$ cat config.mk
export PLATFORM = sky130hd
export DESIGN_NAME = tracer_forcing_mass_clip_core
export DESIGN_NICKNAME = d
export VERILOG_FILES = /design/src/rtl/tfmc_pkg.sv /design/src/rtl/tfmc_dp.sv /design/src/rtl/tracer_forcing_mass_clip_core.sv
export VERILOG_INCLUDE_DIRS = /design/src /design/src/rtl
export SDC_FILE = /design/constraint.sdc
export NUM_CORES = 2
export LEC_CHECK = 0
export BUFFER_PORTS_ARGS = -buffer_cell sky130_fd_sc_hd__buf_2
export CAP_MARGIN = 20
export CORE_ASPECT_RATIO = 1.5
export CORE_MARGIN = 4
export CORE_UTILIZATION = 63
export CTS_CLUSTER_DIAMETER = 80
export DETAILED_ROUTE_END_ITERATION = 6
export PLACE_DENSITY = 0.82
export SLEW_MARGIN = 30
export SYNTH_ARGS = -nofsm -noshare
export SYNTH_HDL_FRONTEND = slang
export SYNTH_SLANG_ARGS = --single-unit
$ cat constraint.sdc
create_clock -name clk -period 18.5 [get_ports clk]
set_input_delay 4.625 -clock clk [delete_from_list [all_inputs] [get_ports clk]]
set_output_delay 4.625 -clock clk [all_outputs]
set_load 0.05 [all_outputs]
$ cat src/rtl/tracer_forcing_mass_clip_core_defines.svh
// Assertion macros shared by the RTL. They expect clk and rst in scope.
`ifndef TRACER_FORCING_MASS_CLIP_CORE_DEFINES_SVH
`define TRACER_FORCING_MASS_CLIP_CORE_DEFINES_SVH
`ifndef SYNTHESIS
// same-cycle implication
`define TFMC_ASSERT_IMP(label, a, b) \
  label: assert property (@(posedge clk) disable iff (rst) (a) |-> (b)) \
    else $error("tfmc: same-cycle check failed");
// next-cycle implication
`define TFMC_ASSERT_NXT(label, a, b) \
  label: assert property (@(posedge clk) disable iff (rst) (a) |=> (b)) \
    else $error("tfmc: next-cycle check failed");
`else
`define TFMC_ASSERT_IMP(label, a, b)
`define TFMC_ASSERT_NXT(label, a, b)
`endif
`endif

$ cat src/rtl/tfmc_pkg.sv
`timescale 1ns / 1ps

package tfmc_pkg;

  localparam int W         = 48;  // value, amount, forcing, state
  localparam int TS_W      = 47;  // time_step, reference_pressure
  localparam int CO_W      = 25;  // ai_delta, bi_delta
  localparam int COEF_BITS = 24;
  localparam int AW        = 96;  // product accumulator
  localparam int TW        = 49;  // thickness and remainder
  localparam int QB        = 49;  // quotient bits produced by the divider

  localparam logic [W-1:0] W_MAX = {1'b0, {(W-1){1'b1}}};
  localparam logic [W-1:0] W_MIN = {1'b1, {(W-1){1'b0}}};

  typedef enum logic [1:0] {
    OPC_START   = 2'd0,
    OPC_FORCE   = 2'd1,
    OPC_CLOSE   = 2'd2,
    OPC_CONVERT = 2'd3
  } opcode_t;

  typedef enum logic [1:0] {
    ST_OK      = 2'd0,
    ST_CLIPPED = 2'd1,
    ST_THICK   = 2'd2,
    ST_SAT     = 2'd3
  } status_t;

  typedef enum logic [1:0] {
    REG_TIME_STEP  = 2'd0,
    REG_REF_PRESS  = 2'd1,
    REG_MOIST_MODE = 2'd2,
    REG_PHYS_LEVS  = 2'd3
  } reg_idx_t;

  typedef enum logic [3:0] {
    DP_NOP    = 4'd0,
    DP_START  = 4'd1,
    DP_CLOSE  = 4'd2,
    DP_ZERO   = 4'd3,
    DP_FINIT  = 4'd4,
    DP_MAC    = 4'd5,
    DP_FSTEP  = 4'd6,
    DP_FCLIP  = 4'd7,
    DP_FAPPLY = 4'd8,
    DP_CINIT  = 4'd9,
    DP_CTHICK = 4'd10,
    DP_DINIT  = 4'd11,
    DP_DIV    = 4'd12,
    DP_DFIN   = 4'd13,
    DP_CZERO  = 4'd14,
    DP_DSAT   = 4'd15
  } dp_op_t;

  typedef enum logic [2:0] {
    SEQ_GOTO      = 3'd0,
    SEQ_WAIT_IN   = 3'd1,
    SEQ_DISPATCH  = 3'd2,
    SEQ_LOOP      = 3'd3,
    SEQ_IF_THICK0 = 3'd4,
    SEQ_IF_DOVF   = 3'd5,
    SEQ_WAIT_OUT  = 3'd6
  } seq_t;

  localparam int UPC_W = 5;
  typedef logic [UPC_W-1:0] upc_t;

  localparam upc_t U_IDLE   = 5'd0;
  localparam upc_t U_DISP   = 5'd1;
  localparam upc_t U_START  = 5'd2;
  localparam upc_t U_CLOSE  = 5'd3;
  localparam upc_t U_ZERO   = 5'd4;
  localparam upc_t U_FINIT  = 5'd5;
  localparam upc_t U_FMUL   = 5'd6;
  localparam upc_t U_FSTEP  = 5'd7;
  localparam upc_t U_FCLIP  = 5'd8;
  localparam upc_t U_FAPPLY = 5'd9;
  localparam upc_t U_CINIT  = 5'd10;
  localparam upc_t U_CMUL   = 5'd11;
  localparam upc_t U_CTHICK = 5'd12;
  localparam upc_t U_DINIT  = 5'd13;
  localparam upc_t U_DCHK   = 5'd14;
  localparam upc_t U_DIV    = 5'd15;
  localparam upc_t U_DFIN   = 5'd16;
  localparam upc_t U_CZERO  = 5'd17;
  localparam upc_t U_DSAT   = 5'd18;
  localparam upc_t U_RESULT = 5'd19;

  localparam int CNT_W = 6;
  typedef logic [CNT_W-1:0] cnt_t;

  localparam cnt_t CNT_NONE   = 6'd0;
  localparam cnt_t CNT_MUL_F  = 6'd47;  // one step per time_step bit
  localparam cnt_t CNT_MUL_C  = 6'd25;  // one step per coefficient bit
  localparam cnt_t CNT_DIV    = 6'd49;  // one step per quotient bit

  typedef struct packed {
    dp_op_t op;
    seq_t   seq;
    cnt_t   cnt_load;
    upc_t   target;
    upc_t   alt;
  } uword_t;

  typedef struct packed {
    dp_op_t op;
    logic   load;
  } dp_ctrl_t;

  typedef struct packed {
    opcode_t opc;
    logic    elem_ok;
    logic    thick_zero;
    logic    div_ovf;
  } dp_flags_t;

  typedef struct packed {
    logic [TS_W-1:0] time_step;
    logic [TS_W-1:0] reference_pressure;
    logic            moist_mode;
    logic [7:0]      physical_levels;
  } cfg_t;

  function automatic uword_t uw(dp_op_t op, seq_t seq, cnt_t cl, upc_t tgt, upc_t alt);
    uword_t w;
    w.op       = op;
    w.seq      = seq;
    w.cnt_load = cl;
    w.target   = tgt;
    w.alt      = alt;
    return w;
  endfunction

  // microcode store
  function automatic uword_t ucode(upc_t a);
    uword_t w;
    unique case (a)
      U_IDLE:   w = uw(DP_NOP,    SEQ_WAIT_IN,   CNT_NONE,  U_DISP,   U_IDLE);
      U_DISP:   w = uw(DP_NOP,    SEQ_DISPATCH,  CNT_NONE,  U_IDLE,   U_IDLE);
      U_START:  w = uw(DP_START,  SEQ_GOTO,      CNT_NONE,  U_RESULT, U_IDLE);
      U_CLOSE:  w = uw(DP_CLOSE,  SEQ_GOTO,      CNT_NONE,  U_RESULT, U_IDLE);
      U_ZERO:   w = uw(DP_ZERO,   SEQ_GOTO,      CNT_NONE,  U_RESULT, U_IDLE);
      U_FINIT:  w = uw(DP_FINIT,  SEQ_GOTO,      CNT_MUL_F, U_FMUL,   U_IDLE);
      U_FMUL:   w = uw(DP_MAC,    SEQ_LOOP,      CNT_NONE,  U_FSTEP,  U_IDLE);
      U_FSTEP:  w = uw(DP_FSTEP,  SEQ_GOTO,      CNT_NONE,  U_FCLIP,  U_IDLE);
      U_FCLIP:  w = uw(DP_FCLIP,  SEQ_GOTO,      CNT_NONE,  U_FAPPLY, U_IDLE);
      U_FAPPLY: w = uw(DP_FAPPLY, SEQ_GOTO,      CNT_NONE,  U_RESULT, U_IDLE);
      U_CINIT:  w = uw(DP_CINIT,  SEQ_GOTO,      CNT_MUL_C, U_CMUL,   U_IDLE);
      U_CMUL:   w = uw(DP_MAC,    SEQ_LOOP,      CNT_NONE,  U_CTHICK, U_IDLE);
      U_CTHICK: w = uw(DP_CTHICK, SEQ_GOTO,      CNT_NONE,  U_DINIT,  U_IDLE);
      U_DINIT:  w = uw(DP_DINIT,  SEQ_IF_THICK0, CNT_DIV,   U_DCHK,   U_CZERO);
      U_DCHK:   w = uw(DP_NOP,    SEQ_IF_DOVF,   CNT_NONE,  U_DIV,    U_DSAT);
      U_DIV:    w = uw(DP_DIV,    SEQ_LOOP,      CNT_NONE,  U_DFIN,   U_IDLE);
      U_DFIN:   w = uw(DP_DFIN,   SEQ_GOTO,      CNT_NONE,  U_RESULT, U_IDLE);
      U_CZERO:  w = uw(DP_CZERO,  SEQ_GOTO,      CNT_NONE,  U_RESULT, U_IDLE);
      U_DSAT:   w = uw(DP_DSAT,   SEQ_GOTO,      CNT_NONE,  U_RESULT, U_IDLE);
      U_RESULT: w = uw(DP_NOP,    SEQ_WAIT_OUT,  CNT_NONE,  U_IDLE,   U_IDLE);
      default:  w = uw(DP_NOP,    SEQ_GOTO,      CNT_NONE,  U_IDLE,   U_IDLE);
    endcase
    return w;
  endfunction

  function automatic upc_t dispatch(opcode_t opc, logic elem_ok);
    upc_t t;
    unique case (opc)
      OPC_START:   t = U_START;
      OPC_CLOSE:   t = U_CLOSE;
      OPC_FORCE:   t = elem_ok ? U_FINIT : U_ZERO;
      OPC_CONVERT: t = elem_ok ? U_CINIT : U_ZERO;
      default:     t = U_ZERO;
    endcase
    return t;
  endfunction

  // saturate a one-bit-grown sum back to W bits
  function automatic logic [W-1:0] sat_w(logic [W:0] v);
    logic [W-1:0] r;
    if (v[W] != v[W-1]) r = v[W] ? W_MIN : W_MAX;
    else r = v[W-1:0];
    return r;
  endfunction

endpackage

$ cat src/rtl/tfmc_dp.sv
`timescale 1ns / 1ps

module tfmc_dp #(
  parameter int TRACERS   = 8,
  parameter int LEVELS    = 128,
  parameter int FRAC_BITS = 24
) (
  input  logic                               clk,
  input  logic                               rst,
  input  tfmc_pkg::dp_ctrl_t                 ctrl,
  input  tfmc_pkg::cfg_t                     cfg,
  input  logic [1:0]                         opcode,
  input  logic [2:0]                         tracer,
  input  logic [6:0]                         level,
  input  logic signed [tfmc_pkg::W-1:0]      amount,
  input  logic signed [tfmc_pkg::W-1:0]      forcing,
  input  logic [tfmc_pkg::CO_W-1:0]          ai_delta,
  input  logic [tfmc_pkg::CO_W-1:0]          bi_delta,
  output tfmc_pkg::dp_flags_t                flags,
  output logic [tfmc_pkg::W-1:0]             res_value,
  output tfmc_pkg::status_t                  res_status
);

  localparam int W  = tfmc_pkg::W;
  localparam int AW = tfmc_pkg::AW;
  localparam int TW = tfmc_pkg::TW;
  localparam int QB = tfmc_pkg::QB;
  localparam int NW = W + FRAC_BITS;

  // latched item
  tfmc_pkg::opcode_t           opc_r;
  logic [2:0]                  tracer_r;
  logic [6:0]                  level_r;
  logic [W-1:0]                amount_r;
  logic [W-1:0]                forcing_r;
  logic [tfmc_pkg::CO_W-1:0]   ai_r;
  logic [tfmc_pkg::CO_W-1:0]   bi_r;

  // column state
  logic [W-1:0]                sp;
  logic [W-1:0]                sum;

  // shift-add multiplier
  logic signed [AW-1:0]        acc;
  logic [AW-1:0]               mca;
  logic [AW-1:0]               mcb;
  logic [tfmc_pkg::TS_W-1:0]   mpa;
  logic [tfmc_pkg::CO_W-1:0]   mpb;

  // force step
  logic [W-1:0]                step_r;
  logic                        ssat;
  logic                        clipped;

  // restoring divider
  logic [TW-1:0]               thick;
  logic [TW-1:0]               rem;
  logic [QB-1:0]               quo;

  logic [W-1:0]                res;
  tfmc_pkg::status_t           res_st;

  logic signed [AW-1:0]        acc_sh;
  logic                        step_fits;
  logic [W:0]                  am_st;
  logic [W:0]                  close_sum;
  logic [W:0]                  col_sum;
  logic                        col_on;
  logic [AW-1:0]               mac_next;
  logic [W-1:0]                mag;
  logic [NW-1:0]               num;
  logic [TW-1:0]               num_hi;
  logic [TW:0]                 r2;
  logic [TW:0]                 r2_diff;
  logic                        r2_ge;
  logic                        q_pos_sat;
  logic                        q_neg_sat;

  always_comb begin
    acc_sh    = acc >>> FRAC_BITS;
    step_fits = (acc_sh[AW-1:W-1] == '0) || (acc_sh[AW-1:W-1] == '1);
    am_st     = {amount_r[W-1], amount_r} + {step_r[W-1], step_r};
    close_sum = {sp[W-1], sp} + {sum[W-1], sum};
    col_sum   = {sum[W-1], sum} + {step_r[W-1], step_r};
    col_on    = cfg.moist_mode && (tracer_r == 3'd0)
                && ({1'b0, level_r} < cfg.physical_levels);
    mac_next  = acc + (mpa[0] ? mca : '0) + (mpb[0] ? mcb : '0);
    mag       = amount_r[W-1] ? ('0 - amount_r) : amount_r;
    num       = {mag, {FRAC_BITS{1'b0}}};
    num_hi    = TW'(num[NW-1:QB]);
    r2        = {rem, quo[QB-1]};
    r2_diff   = r2 - {1'b0, thick};
    r2_ge     = r2 >= {1'b0, thick};
    q_pos_sat = |quo[QB-1:W-1];
    q_neg_sat = quo[QB-1] | (quo[W-1] & (|quo[W-2:0]));
  end

  assign flags.opc        = opc_r;
  assign flags.elem_ok    = (32'(tracer_r) < TRACERS) && (32'(level_r) < LEVELS);
  assign flags.thick_zero = (thick == '0);
  // quotient would need more than QB bits
  assign flags.div_ovf    = (num_hi >= thick);

  assign res_value  = res;
  assign res_status = res_st;

  always_ff @(posedge clk) begin
    if (ctrl.load) begin
      opc_r     <= tfmc_pkg::opcode_t'(opcode);
      tracer_r  <= tracer;
      level_r   <= level;
      amount_r  <= amount;
      forcing_r <= forcing;
      ai_r      <= ai_delta;
      bi_r      <= bi_delta;
    end
  end

  always_ff @(posedge clk) begin
    if (rst) begin
      sp  <= '0;
      sum <= '0;
    end else begin
      unique case (ctrl.op)
        tfmc_pkg::DP_START: begin
          sp  <= amount_r;
          sum <= '0;
        end
        tfmc_pkg::DP_CLOSE: begin
          sp  <= tfmc_pkg::sat_w(close_sum);
          sum <= '0;
        end
        tfmc_pkg::DP_FAPPLY: begin
          if (col_on) sum <= tfmc_pkg::sat_w(col_sum);
        end
        default: begin
        end
      endcase
    end
  end

  always_ff @(posedge clk) begin
    unique case (ctrl.op)
      tfmc_pkg::DP_START: begin
        res    <= amount_r;
        res_st <= tfmc_pkg::ST_OK;
      end
      tfmc_pkg::DP_CLOSE: begin
        res    <= tfmc_pkg::sat_w(close_sum);
        res_st <= (close_sum[W] != close_sum[W-1]) ? tfmc_pkg::ST_SAT : tfmc_pkg::ST_OK;
      end
      tfmc_pkg::DP_ZERO: begin
        res    <= '0;
        res_st <= tfmc_pkg::ST_OK;
      end
      tfmc_pkg::DP_FINIT: begin
        acc <= '0;
        mca <= {{(AW-W){forcing_r[W-1]}}, forcing_r};
        mcb <= '0;
        mpa <= cfg.time_step;
        mpb <= '0;
      end
      tfmc_pkg::DP_CINIT: begin
        acc <= '0;
        mca <= {{(AW-tfmc_pkg::TS_W){1'b0}}, cfg.reference_pressure};
        mcb <= {{(AW-W){sp[W-1]}}, sp};
        mpa <= {{(tfmc_pkg::TS_W-tfmc_pkg::CO_W){1'b0}}, ai_r};
        mpb <= bi_r;
      end
      tfmc_pkg::DP_MAC: begin
        acc <= mac_next;
        mca <= {mca[AW-2:0], 1'b0};
        mcb <= {mcb[AW-2:0], 1'b0};
        mpa <= {1'b0, mpa[tfmc_pkg::TS_W-1:1]};
        mpb <= {1'b0, mpb[tfmc_pkg::CO_W-1:1]};
      end
      tfmc_pkg::DP_FSTEP: begin
        step_r  <= step_fits ? acc_sh[W-1:0]
                             : (acc_sh[AW-1] ? tfmc_pkg::W_MIN : tfmc_pkg::W_MAX);
        ssat    <= !step_fits;
        clipped <= 1'b0;
      end
      tfmc_pkg::DP_FCLIP: begin
        // a removal larger than the mass takes only what is there
        if (step_r[W-1] && am_st[W]) begin
          step_r  <= amount_r[W-1] ? '0 : ('0 - amount_r);
          clipped <= 1'b1;
          ssat    <= 1'b0;
        end
      end
      tfmc_pkg::DP_FAPPLY: begin
        res <= tfmc_pkg::sat_w(am_st);
        if (ssat || (am_st[W] != am_st[W-1])
            || (col_on && (col_sum[W] != col_sum[W-1]))) begin
          res_st <= tfmc_pkg::ST_SAT;
        end else begin
          res_st <= clipped ? tfmc_pkg::ST_CLIPPED : tfmc_pkg::ST_OK;
        end
      end
      tfmc_pkg::DP_CTHICK: begin
        thick <= acc[AW-1] ? '0 : acc[tfmc_pkg::COEF_BITS +: TW];
      end
      tfmc_pkg::DP_DINIT: begin
        rem <= num_hi;
        quo <= num[QB-1:0];
      end
      tfmc_pkg::DP_DIV: begin
        rem <= r2_ge ? r2_diff[TW-1:0] : r2[TW-1:0];
        quo <= {quo[QB-2:0], r2_ge};
      end
      tfmc_pkg::DP_DFIN: begin
        if (amount_r[W-1]) begin
          res    <= q_neg_sat ? tfmc_pkg::W_MIN : ('0 - quo[W-1:0]);
          res_st <= q_neg_sat ? tfmc_pkg::ST_SAT : tfmc_pkg::ST_OK;
        end else begin
          res    <= q_pos_sat ? tfmc_pkg::W_MAX : quo[W-1:0];
          res_st <= q_pos_sat ? tfmc_pkg::ST_SAT : tfmc_pkg::ST_OK;
        end
      end
      tfmc_pkg::DP_CZERO: begin
        res    <= '0;
        res_st <= tfmc_pkg::ST_THICK;
      end
      tfmc_pkg::DP_DSAT: begin
        res    <= amount_r[W-1] ? tfmc_pkg::W_MIN : tfmc_pkg::W_MAX;
        res_st <= tfmc_pkg::ST_SAT;
      end
      default: begin
      end
    endcase
  end

endmodule

$ cat src/rtl/tracer_forcing_mass_clip_core.sv
`timescale 1ns / 1ps
// Tracer forcing for one grid column at a time.
// Input channel (item_valid/item_stall) carries opcode, tracer, level, amount,
// forcing, ai_delta, bi_delta; a transfer happens when item_valid is high and
// item_stall is low. Each item gives exactly one result on the output channel
// (result_valid/result_stall): value and status.
// Registers sit on an APB port with 64-bit data, register i at byte 8*i.
// Items are worked one at a time by a microcoded sequencer driving a
// shift-add multiplier and a restoring divider, one bit per cycle.
// Start, close and out-of-range items go straight to the result; force runs
// 47 multiply steps, one per time_step bit; convert runs 25 multiply steps,
// then 49 divide steps, skipping the divide when the thickness is not positive.
// A finished result waits in the output register while the next item is
// taken; only when a new result is ready and the old one is still stalled does
// the sequencer hold, and item_stall stays high until the result moves.
// Reset clears the sequencer, result_valid, the column state and
// restores register defaults; no clearing pass is needed.
`include "tracer_forcing_mass_clip_core_defines.svh"

module tracer_forcing_mass_clip_core #(
  parameter int TRACERS   = 8,
  parameter int LEVELS    = 128,
  parameter int FRAC_BITS = 24
) (
  input  logic               clk,
  input  logic               rst,
  input  logic               item_valid,
  output logic               item_stall,
  input  logic [1:0]         opcode,
  input  logic [2:0]         tracer,
  input  logic [6:0]         level,
  input  logic signed [47:0] amount,
  input  logic signed [47:0] forcing,
  input  logic [24:0]        ai_delta,
  input  logic [24:0]        bi_delta,
  output logic               result_valid,
  input  logic               result_stall,
  output logic signed [47:0] value,
  output logic [1:0]         status,
  input  logic               psel,
  input  logic               penable,
  input  logic               pwrite,
  input  logic [4:0]         paddr,
  input  logic [63:0]        pwdata,
  output logic [63:0]        prdata,
  output logic               pready
);

  localparam int TS_W = tfmc_pkg::TS_W;

  logic [TS_W-1:0] time_step;
  logic [TS_W-1:0] reference_pressure;
  logic            moist_mode;
  logic [7:0]      physical_levels;

  tfmc_pkg::cfg_t      cfg;
  tfmc_pkg::reg_idx_t  reg_sel;
  logic                cfg_write;

  tfmc_pkg::upc_t      upc;
  tfmc_pkg::upc_t      upc_next;
  tfmc_pkg::cnt_t      cnt;
  tfmc_pkg::cnt_t      cnt_next;
  tfmc_pkg::uword_t    uw;
  tfmc_pkg::dp_ctrl_t  ctrl;
  tfmc_pkg::dp_flags_t flags;

  logic [47:0]         res_value;
  tfmc_pkg::status_t   res_status;
  logic                item_accept;
  logic                out_free;
  logic                at_idle;
  logic                at_result;

  // configuration port
  assign pready    = 1'b1;
  assign reg_sel   = tfmc_pkg::reg_idx_t'(paddr[4:3]);
  assign cfg_write = psel && penable && pwrite && pready;

  always_ff @(posedge clk) begin
    if (rst) begin
      time_step          <= '0;
      reference_pressure <= 47'd1677721600000;
      moist_mode         <= 1'b1;
      physical_levels    <= 8'd72;
    end else if (cfg_write) begin
      unique case (reg_sel)
        tfmc_pkg::REG_TIME_STEP:  time_step          <= pwdata[TS_W-1:0];
        tfmc_pkg::REG_REF_PRESS:  reference_pressure <= pwdata[TS_W-1:0];
        tfmc_pkg::REG_MOIST_MODE: moist_mode         <= pwdata[0];
        tfmc_pkg::REG_PHYS_LEVS:  physical_levels    <= pwdata[7:0];
        default: begin
        end
      endcase
    end
  end

  always_comb begin
    unique case (reg_sel)
      tfmc_pkg::REG_TIME_STEP:  prdata = {{(64-TS_W){1'b0}}, time_step};
      tfmc_pkg::REG_REF_PRESS:  prdata = {{(64-TS_W){1'b0}}, reference_pressure};
      tfmc_pkg::REG_MOIST_MODE: prdata = {63'd0, moist_mode};
      tfmc_pkg::REG_PHYS_LEVS:  prdata = {56'd0, physical_levels};
      default:                  prdata = '0;
    endcase
  end

  assign cfg.time_step          = time_step;
  assign cfg.reference_pressure = reference_pressure;
  assign cfg.moist_mode         = moist_mode;
  assign cfg.physical_levels    = physical_levels;

  // sequencer
  assign at_idle     = (upc == tfmc_pkg::U_IDLE);
  assign at_result   = (upc == tfmc_pkg::U_RESULT);
  assign item_stall  = !at_idle;
  assign item_accept = item_valid && !item_stall;
  assign out_free    = !result_valid || !result_stall;
  assign uw          = tfmc_pkg::ucode(upc);
  assign ctrl.op     = uw.op;
  assign ctrl.load   = item_accept;

  always_comb begin
    upc_next = upc;
    cnt_next = (uw.cnt_load != tfmc_pkg::CNT_NONE) ? uw.cnt_load : cnt;
    unique case (uw.seq)
      tfmc_pkg::SEQ_GOTO:      upc_next = uw.target;
      tfmc_pkg::SEQ_WAIT_IN:   if (item_accept) upc_next = uw.target;
      tfmc_pkg::SEQ_DISPATCH:  upc_next = tfmc_pkg::dispatch(flags.opc, flags.elem_ok);
      tfmc_pkg::SEQ_LOOP: begin
        cnt_next = cnt - tfmc_pkg::cnt_t'(1);
        if (cnt == tfmc_pkg::cnt_t'(1)) upc_next = uw.target;
      end
      tfmc_pkg::SEQ_IF_THICK0: upc_next = flags.thick_zero ? uw.alt : uw.target;
      tfmc_pkg::SEQ_IF_DOVF:   upc_next = flags.div_ovf ? uw.alt : uw.target;
      tfmc_pkg::SEQ_WAIT_OUT:  if (out_free) upc_next = uw.target;
      default:                 upc_next = tfmc_pkg::U_IDLE;
    endcase
  end

  always_ff @(posedge clk) begin
    if (rst) begin
      upc <= tfmc_pkg::U_IDLE;
      cnt <= '0;
    end else begin
      upc <= upc_next;
      cnt <= cnt_next;
    end
  end

  tfmc_dp #(
    .TRACERS   (TRACERS),
    .LEVELS    (LEVELS),
    .FRAC_BITS (FRAC_BITS)
  ) u_dp (
    .clk        (clk),
    .rst        (rst),
    .ctrl       (ctrl),
    .cfg        (cfg),
    .opcode     (opcode),
    .tracer     (tracer),
    .level      (level),
    .amount     (amount),
    .forcing    (forcing),
    .ai_delta   (ai_delta),
    .bi_delta   (bi_delta),
    .flags      (flags),
    .res_value  (res_value),
    .res_status (res_status)
  );

  // output register
  always_ff @(posedge clk) begin
    if (rst) begin
      result_valid <= 1'b0;
    end else if (at_result && out_free) begin
      result_valid <= 1'b1;
    end else if (result_valid && !result_stall) begin
      result_valid <= 1'b0;
    end
  end

  always_ff @(posedge clk) begin
    if (at_result && out_free) begin
      value  <= res_value;
      status <= res_status;
    end
  end

  `TFMC_ASSERT_NXT(a_idle_waits, at_idle && !item_accept, at_idle)
  `TFMC_ASSERT_NXT(a_result_held, at_result && result_valid && result_stall, at_result)
  `TFMC_ASSERT_IMP(a_loop_count, uw.seq == tfmc_pkg::SEQ_LOOP, cnt != '0)

endmodule

==> flow_summary.ini <==
[global_routing]
first_pass_grt_wire_length_um = 317500
global_route.overflow_total = 0
groute.usage.overall = 0.3753
first_global_vias = 54330
antenna_found_initial = 12
maximum_number_of_pins_on_one_net_before_global_route_repair = 191

[drt]
detailroute.wirelength.met3_um = 17280
met2RoutedLength_um = 100800
drc = 0
wl_per_cell_um = 24.60
first_iter_violations = 6218
routed-via-count = 55570
detail_route.wirelength.met1_um = 75720
antenna_nets_post_route = 0
routed_wl_um = 210200
routed_via_density = 6.500
highest-signal-layer = met5
detail_route.first_pass.iterations = 6

[die]
core_region_area_um2 = 101600
initial_core_utilization = 0.6377
die_width_um = 269.9
die_y_um = 400.8
io_pins = 351
placementRows = 143
dieArea_um2 = 108200

[timing]
setup_viol_count_final = 0
report.final.slew_viol_count = 0
min_setup_slack_post_route_ns = 7.311
slew_headroom = 0.2902
max_slew.worst_pin.slew_ns = 1.038
layout_min_cycle_time_ns = 11.19
finalCritPeriodShare = 0.6048
final.setup.tns_ns = 0
fin_worst_skew_ns = 0.04720
rsz0062_at_grt = false
max_freq_mhz = 89.38
hold_violations = 0
worst_hold_slack_ns = 0.4118

[worst_setup_path]
crit_family = buffers and inverters
critical_path.n_buffers_inverters = 3
arrival_ns = 6.56
critical_path.startpoint_type = primary input
cp_slowest_cell = sky130_fd_sc_hd__buf_4
worst-setup-path-type = in2out
worstPathCellList = buf_2 -> buf_4 -> nand2_1 -> o22ai_1 -> buf_2
timing.critical_path.to_type = output port
critical_path.max_stage_delay_ns = 0.72
worstPathRequired_ns = 13.88
cp_max_fo = 54
worst_path_most_repeated_cell = sky130_fd_sc_hd__buf_2

[power_and_ir_drop]
clock_power_share = 0.274
ir_drop_v = 0.00009405
power_per_cell_area_nw_per_um2 = 115.8
power_total_mw = 8.231
switching_share = 0.3726
pwr-share-comb = 0.322
net_switching_power_mw = 3.067
seqPwrFrac = 0.404
power.internal_mw = 5.164
power.static_leakage_nw = 29.17

[finish]
final_layout_size_suffix_gt1_frac = 0.09109
nets = 7812
finalCoreUtilization = 0.6995
multi_input_comb_area_um2 = 32670
stdcell_count = 8548
post-route-cell-area_um2 = 71090
area_growth_syn_to_layout_pct = 9.706
regArea_um2 = 29100
filler_cell_count = 7852

[yosys]
syn_warnings = 0
syn_area_per_cell_um2 = 9.212
postSynth.asyncResetShare = 0
synth-edff-count = 815
synth-main-ff-cell = sky130_fd_sc_hd__edfxtp_1
synth_seq_area_share = 0.4490
ys_ff_latch = 1046
post_synth_instance_area_um2 = 64800
postSynthCellCount = 7035
netlist-cell-type-count = 90

[clocking]
cts_tree = yes
tritoncts.num_buffers = 99
htree_levels = 3
cts-root-buf = sky130_fd_sc_hd__clkbuf_16
postCtsResizedCells = 0
clock_latency_ns = 0.74
post_cts.repair.setup_buffers = 0
clock_path_buffers = 3
tritoncts_num_sinks = 1046
path_clk_slew_ns = 0.07
postCtsHoldBufs = 0

[placed_design]
gp_congestion = 1.020
place.port_buffers = 312
pre_cts_slack_ns = 7.340
detailed_place_hpwl_um = 156400
placedCellCount = 8351
placedInstanceArea_um2 = 67370

[flow_run]
max_cap_viol_count = 0

[worst_hold_path]
timing.hold.worst.class = reg2reg

[outcome]
run_status = complete, no violations
[path summary, 6_finish.rpt]
path,from,endpoint,slack [ns],cells past startpoint
setup / recovery,paddr[3],prdata[5],7.31,5
hold / removal,u_dp.res_value[19]$_DFFE_PP_,value[19]$_DFFE_PP_,0.41,0
setup reg to reg,u_dp.amount_r[3]$_DFFE_PP_,uw[20]$_DFF_P_,10.30,25
hold reg to reg,u_dp.res_value[19]$_DFFE_PP_,value[19]$_DFFE_PP_,0.41,0
[Yosys cell counts, types with 76 or more instances]
master,number,share of area
sky130_fd_sc_hd__a21o_1,153,0.018
sky130_fd_sc_hd__a21oi_1,741,0.057
sky130_fd_sc_hd__a22o_1,97,0.013
sky130_fd_sc_hd__a22oi_1,76,0.0088
sky130_fd_sc_hd__clkbuf_1,353,0.020
sky130_fd_sc_hd__dfxtp_1,231,0.071
sky130_fd_sc_hd__edfxtp_1,815,0.38
sky130_fd_sc_hd__fa_1,100,0.031
sky130_fd_sc_hd__ha_1,330,0.064
sky130_fd_sc_hd__inv_1,461,0.027
sky130_fd_sc_hd__nand2_1,1084,0.063
sky130_fd_sc_hd__nand3_1,80,0.0062
sky130_fd_sc_hd__nand4_1,79,0.0076
sky130_fd_sc_hd__nor2_1,583,0.034
sky130_fd_sc_hd__nor3_1,106,0.0082
sky130_fd_sc_hd__o21ai_0,384,0.030
sky130_fd_sc_hd__xnor2_1,203,0.027
sky130_fd_sc_hd__xor2_1,151,0.020
[cells by family (layout without fill, tap and decap cells)]
| group | Yosys count | after routing | synth area share |
|---|---|---|---|
| buffers and inverters | 871 | 1055 | 0.05169 |
| and+or+nand+nor | 2252 | 2252 | 0.1517 |
| AOI/OAI and AO/OA | 2006 | 2006 | 0.1933 |
| adders and majority gates | 430 | 430 | 0.09461 |
| xor gates and xnor gates | 354 | 354 | 0.04784 |
| other | 2 | 26 | 0.0001159 |
| DFF | 1046 | 1046 | 0.4490 |
| muxes | 74 | 74 | 0.01164 |
[worst register-to-register path, stage by stage, from the launching register on]
cell	delay [ns]
sky130_fd_sc_hd__edfxtp_1	0.61
sky130_fd_sc_hd__or4_4	0.60
sky130_fd_sc_hd__nor4b_4	0.44
sky130_fd_sc_hd__nand2_1	0.19
sky130_fd_sc_hd__or2_2	0.37
sky130_fd_sc_hd__or3_1	0.38
sky130_fd_sc_hd__or3_1	0.40
sky130_fd_sc_hd__or4b_2	0.74
sky130_fd_sc_hd__nand2_1	0.13
sky130_fd_sc_hd__xor2_1	0.24
sky130_fd_sc_hd__ha_1	0.28
sky130_fd_sc_hd__inv_1	0.06
sky130_fd_sc_hd__a21oi_1	0.06
sky130_fd_sc_hd__a211o_1	0.27
sky130_fd_sc_hd__a21oi_1	0.24
sky130_fd_sc_hd__o211ai_1	0.31
sky130_fd_sc_hd__a2111oi_0	0.75
sky130_fd_sc_hd__a221o_1	0.41
sky130_fd_sc_hd__and2_1	0.26
sky130_fd_sc_hd__inv_1	0.12
sky130_fd_sc_hd__ha_1	0.41
sky130_fd_sc_hd__inv_1	0.08
sky130_fd_sc_hd__mux2_2	0.26
sky130_fd_sc_hd__nor3_1	0.14
sky130_fd_sc_hd__a31oi_1	0.07
sky130_fd_sc_hd__o32ai_1	0.24
[power by group through the flow]
stage	sequential [mW]	combinational, mW	clock, mW
finish	3.32	2.65	2.26
global route	3.34	2.88	2.36
CTS	3.30	2.60	2.27
detailed placement	3.35	2.58	0
global placement	3.34	2.53	0
floorplan	3.28	1.83	0
[layout by cell type, fill, tap and decap left out, types with 153 or more instances in the layout]
cell type                  instances
sky130_fd_sc_hd__nor2_1          573
sky130_fd_sc_hd__inv_1           460
sky130_fd_sc_hd__edfxtp_1        815
sky130_fd_sc_hd__ha_1            330
sky130_fd_sc_hd__xnor2_1         200
sky130_fd_sc_hd__a21oi_1         740
sky130_fd_sc_hd__dfxtp_1         231
sky130_fd_sc_hd__nand2_1        1082
sky130_fd_sc_hd__buf_2           311
sky130_fd_sc_hd__a21o_1          153
sky130_fd_sc_hd__o21ai_0         381
[cell type report]
cell class / instances / area share
clock inverters: 66 / 0.01216
repair buffers: 405 / 0.03238
clock buffers: 122 / 0.03895
multi-input cells: 5134 / 0.4596
flip-flops and latches: 1046 / 0.4093
diodes: 8 / 0.0002816
well taps: 1305 / 0.02297
inverters: 462 / 0.02441
[sequential cells by signal, indices dropped and copies added (netlist names), 49 cells and up]
| register | flops |
|---|---|
| u_dp.acc | 96 |
| u_dp.mca | 96 |
| u_dp.rem | 49 |
| u_dp.quo | 49 |
| u_dp.mcb | 96 |
| u_dp.thick | 49 |
[metal layers]
metal | track usage | vias to the layer above
met1 | 0.4484 | 26460
met5 | 0 | -
li1 | - | 25320
met2 | 0.6345 | 3043
met3 | 0.05452 | 740
met4 | 0.2445 | 6
Power figures use the tool's default switching activity.
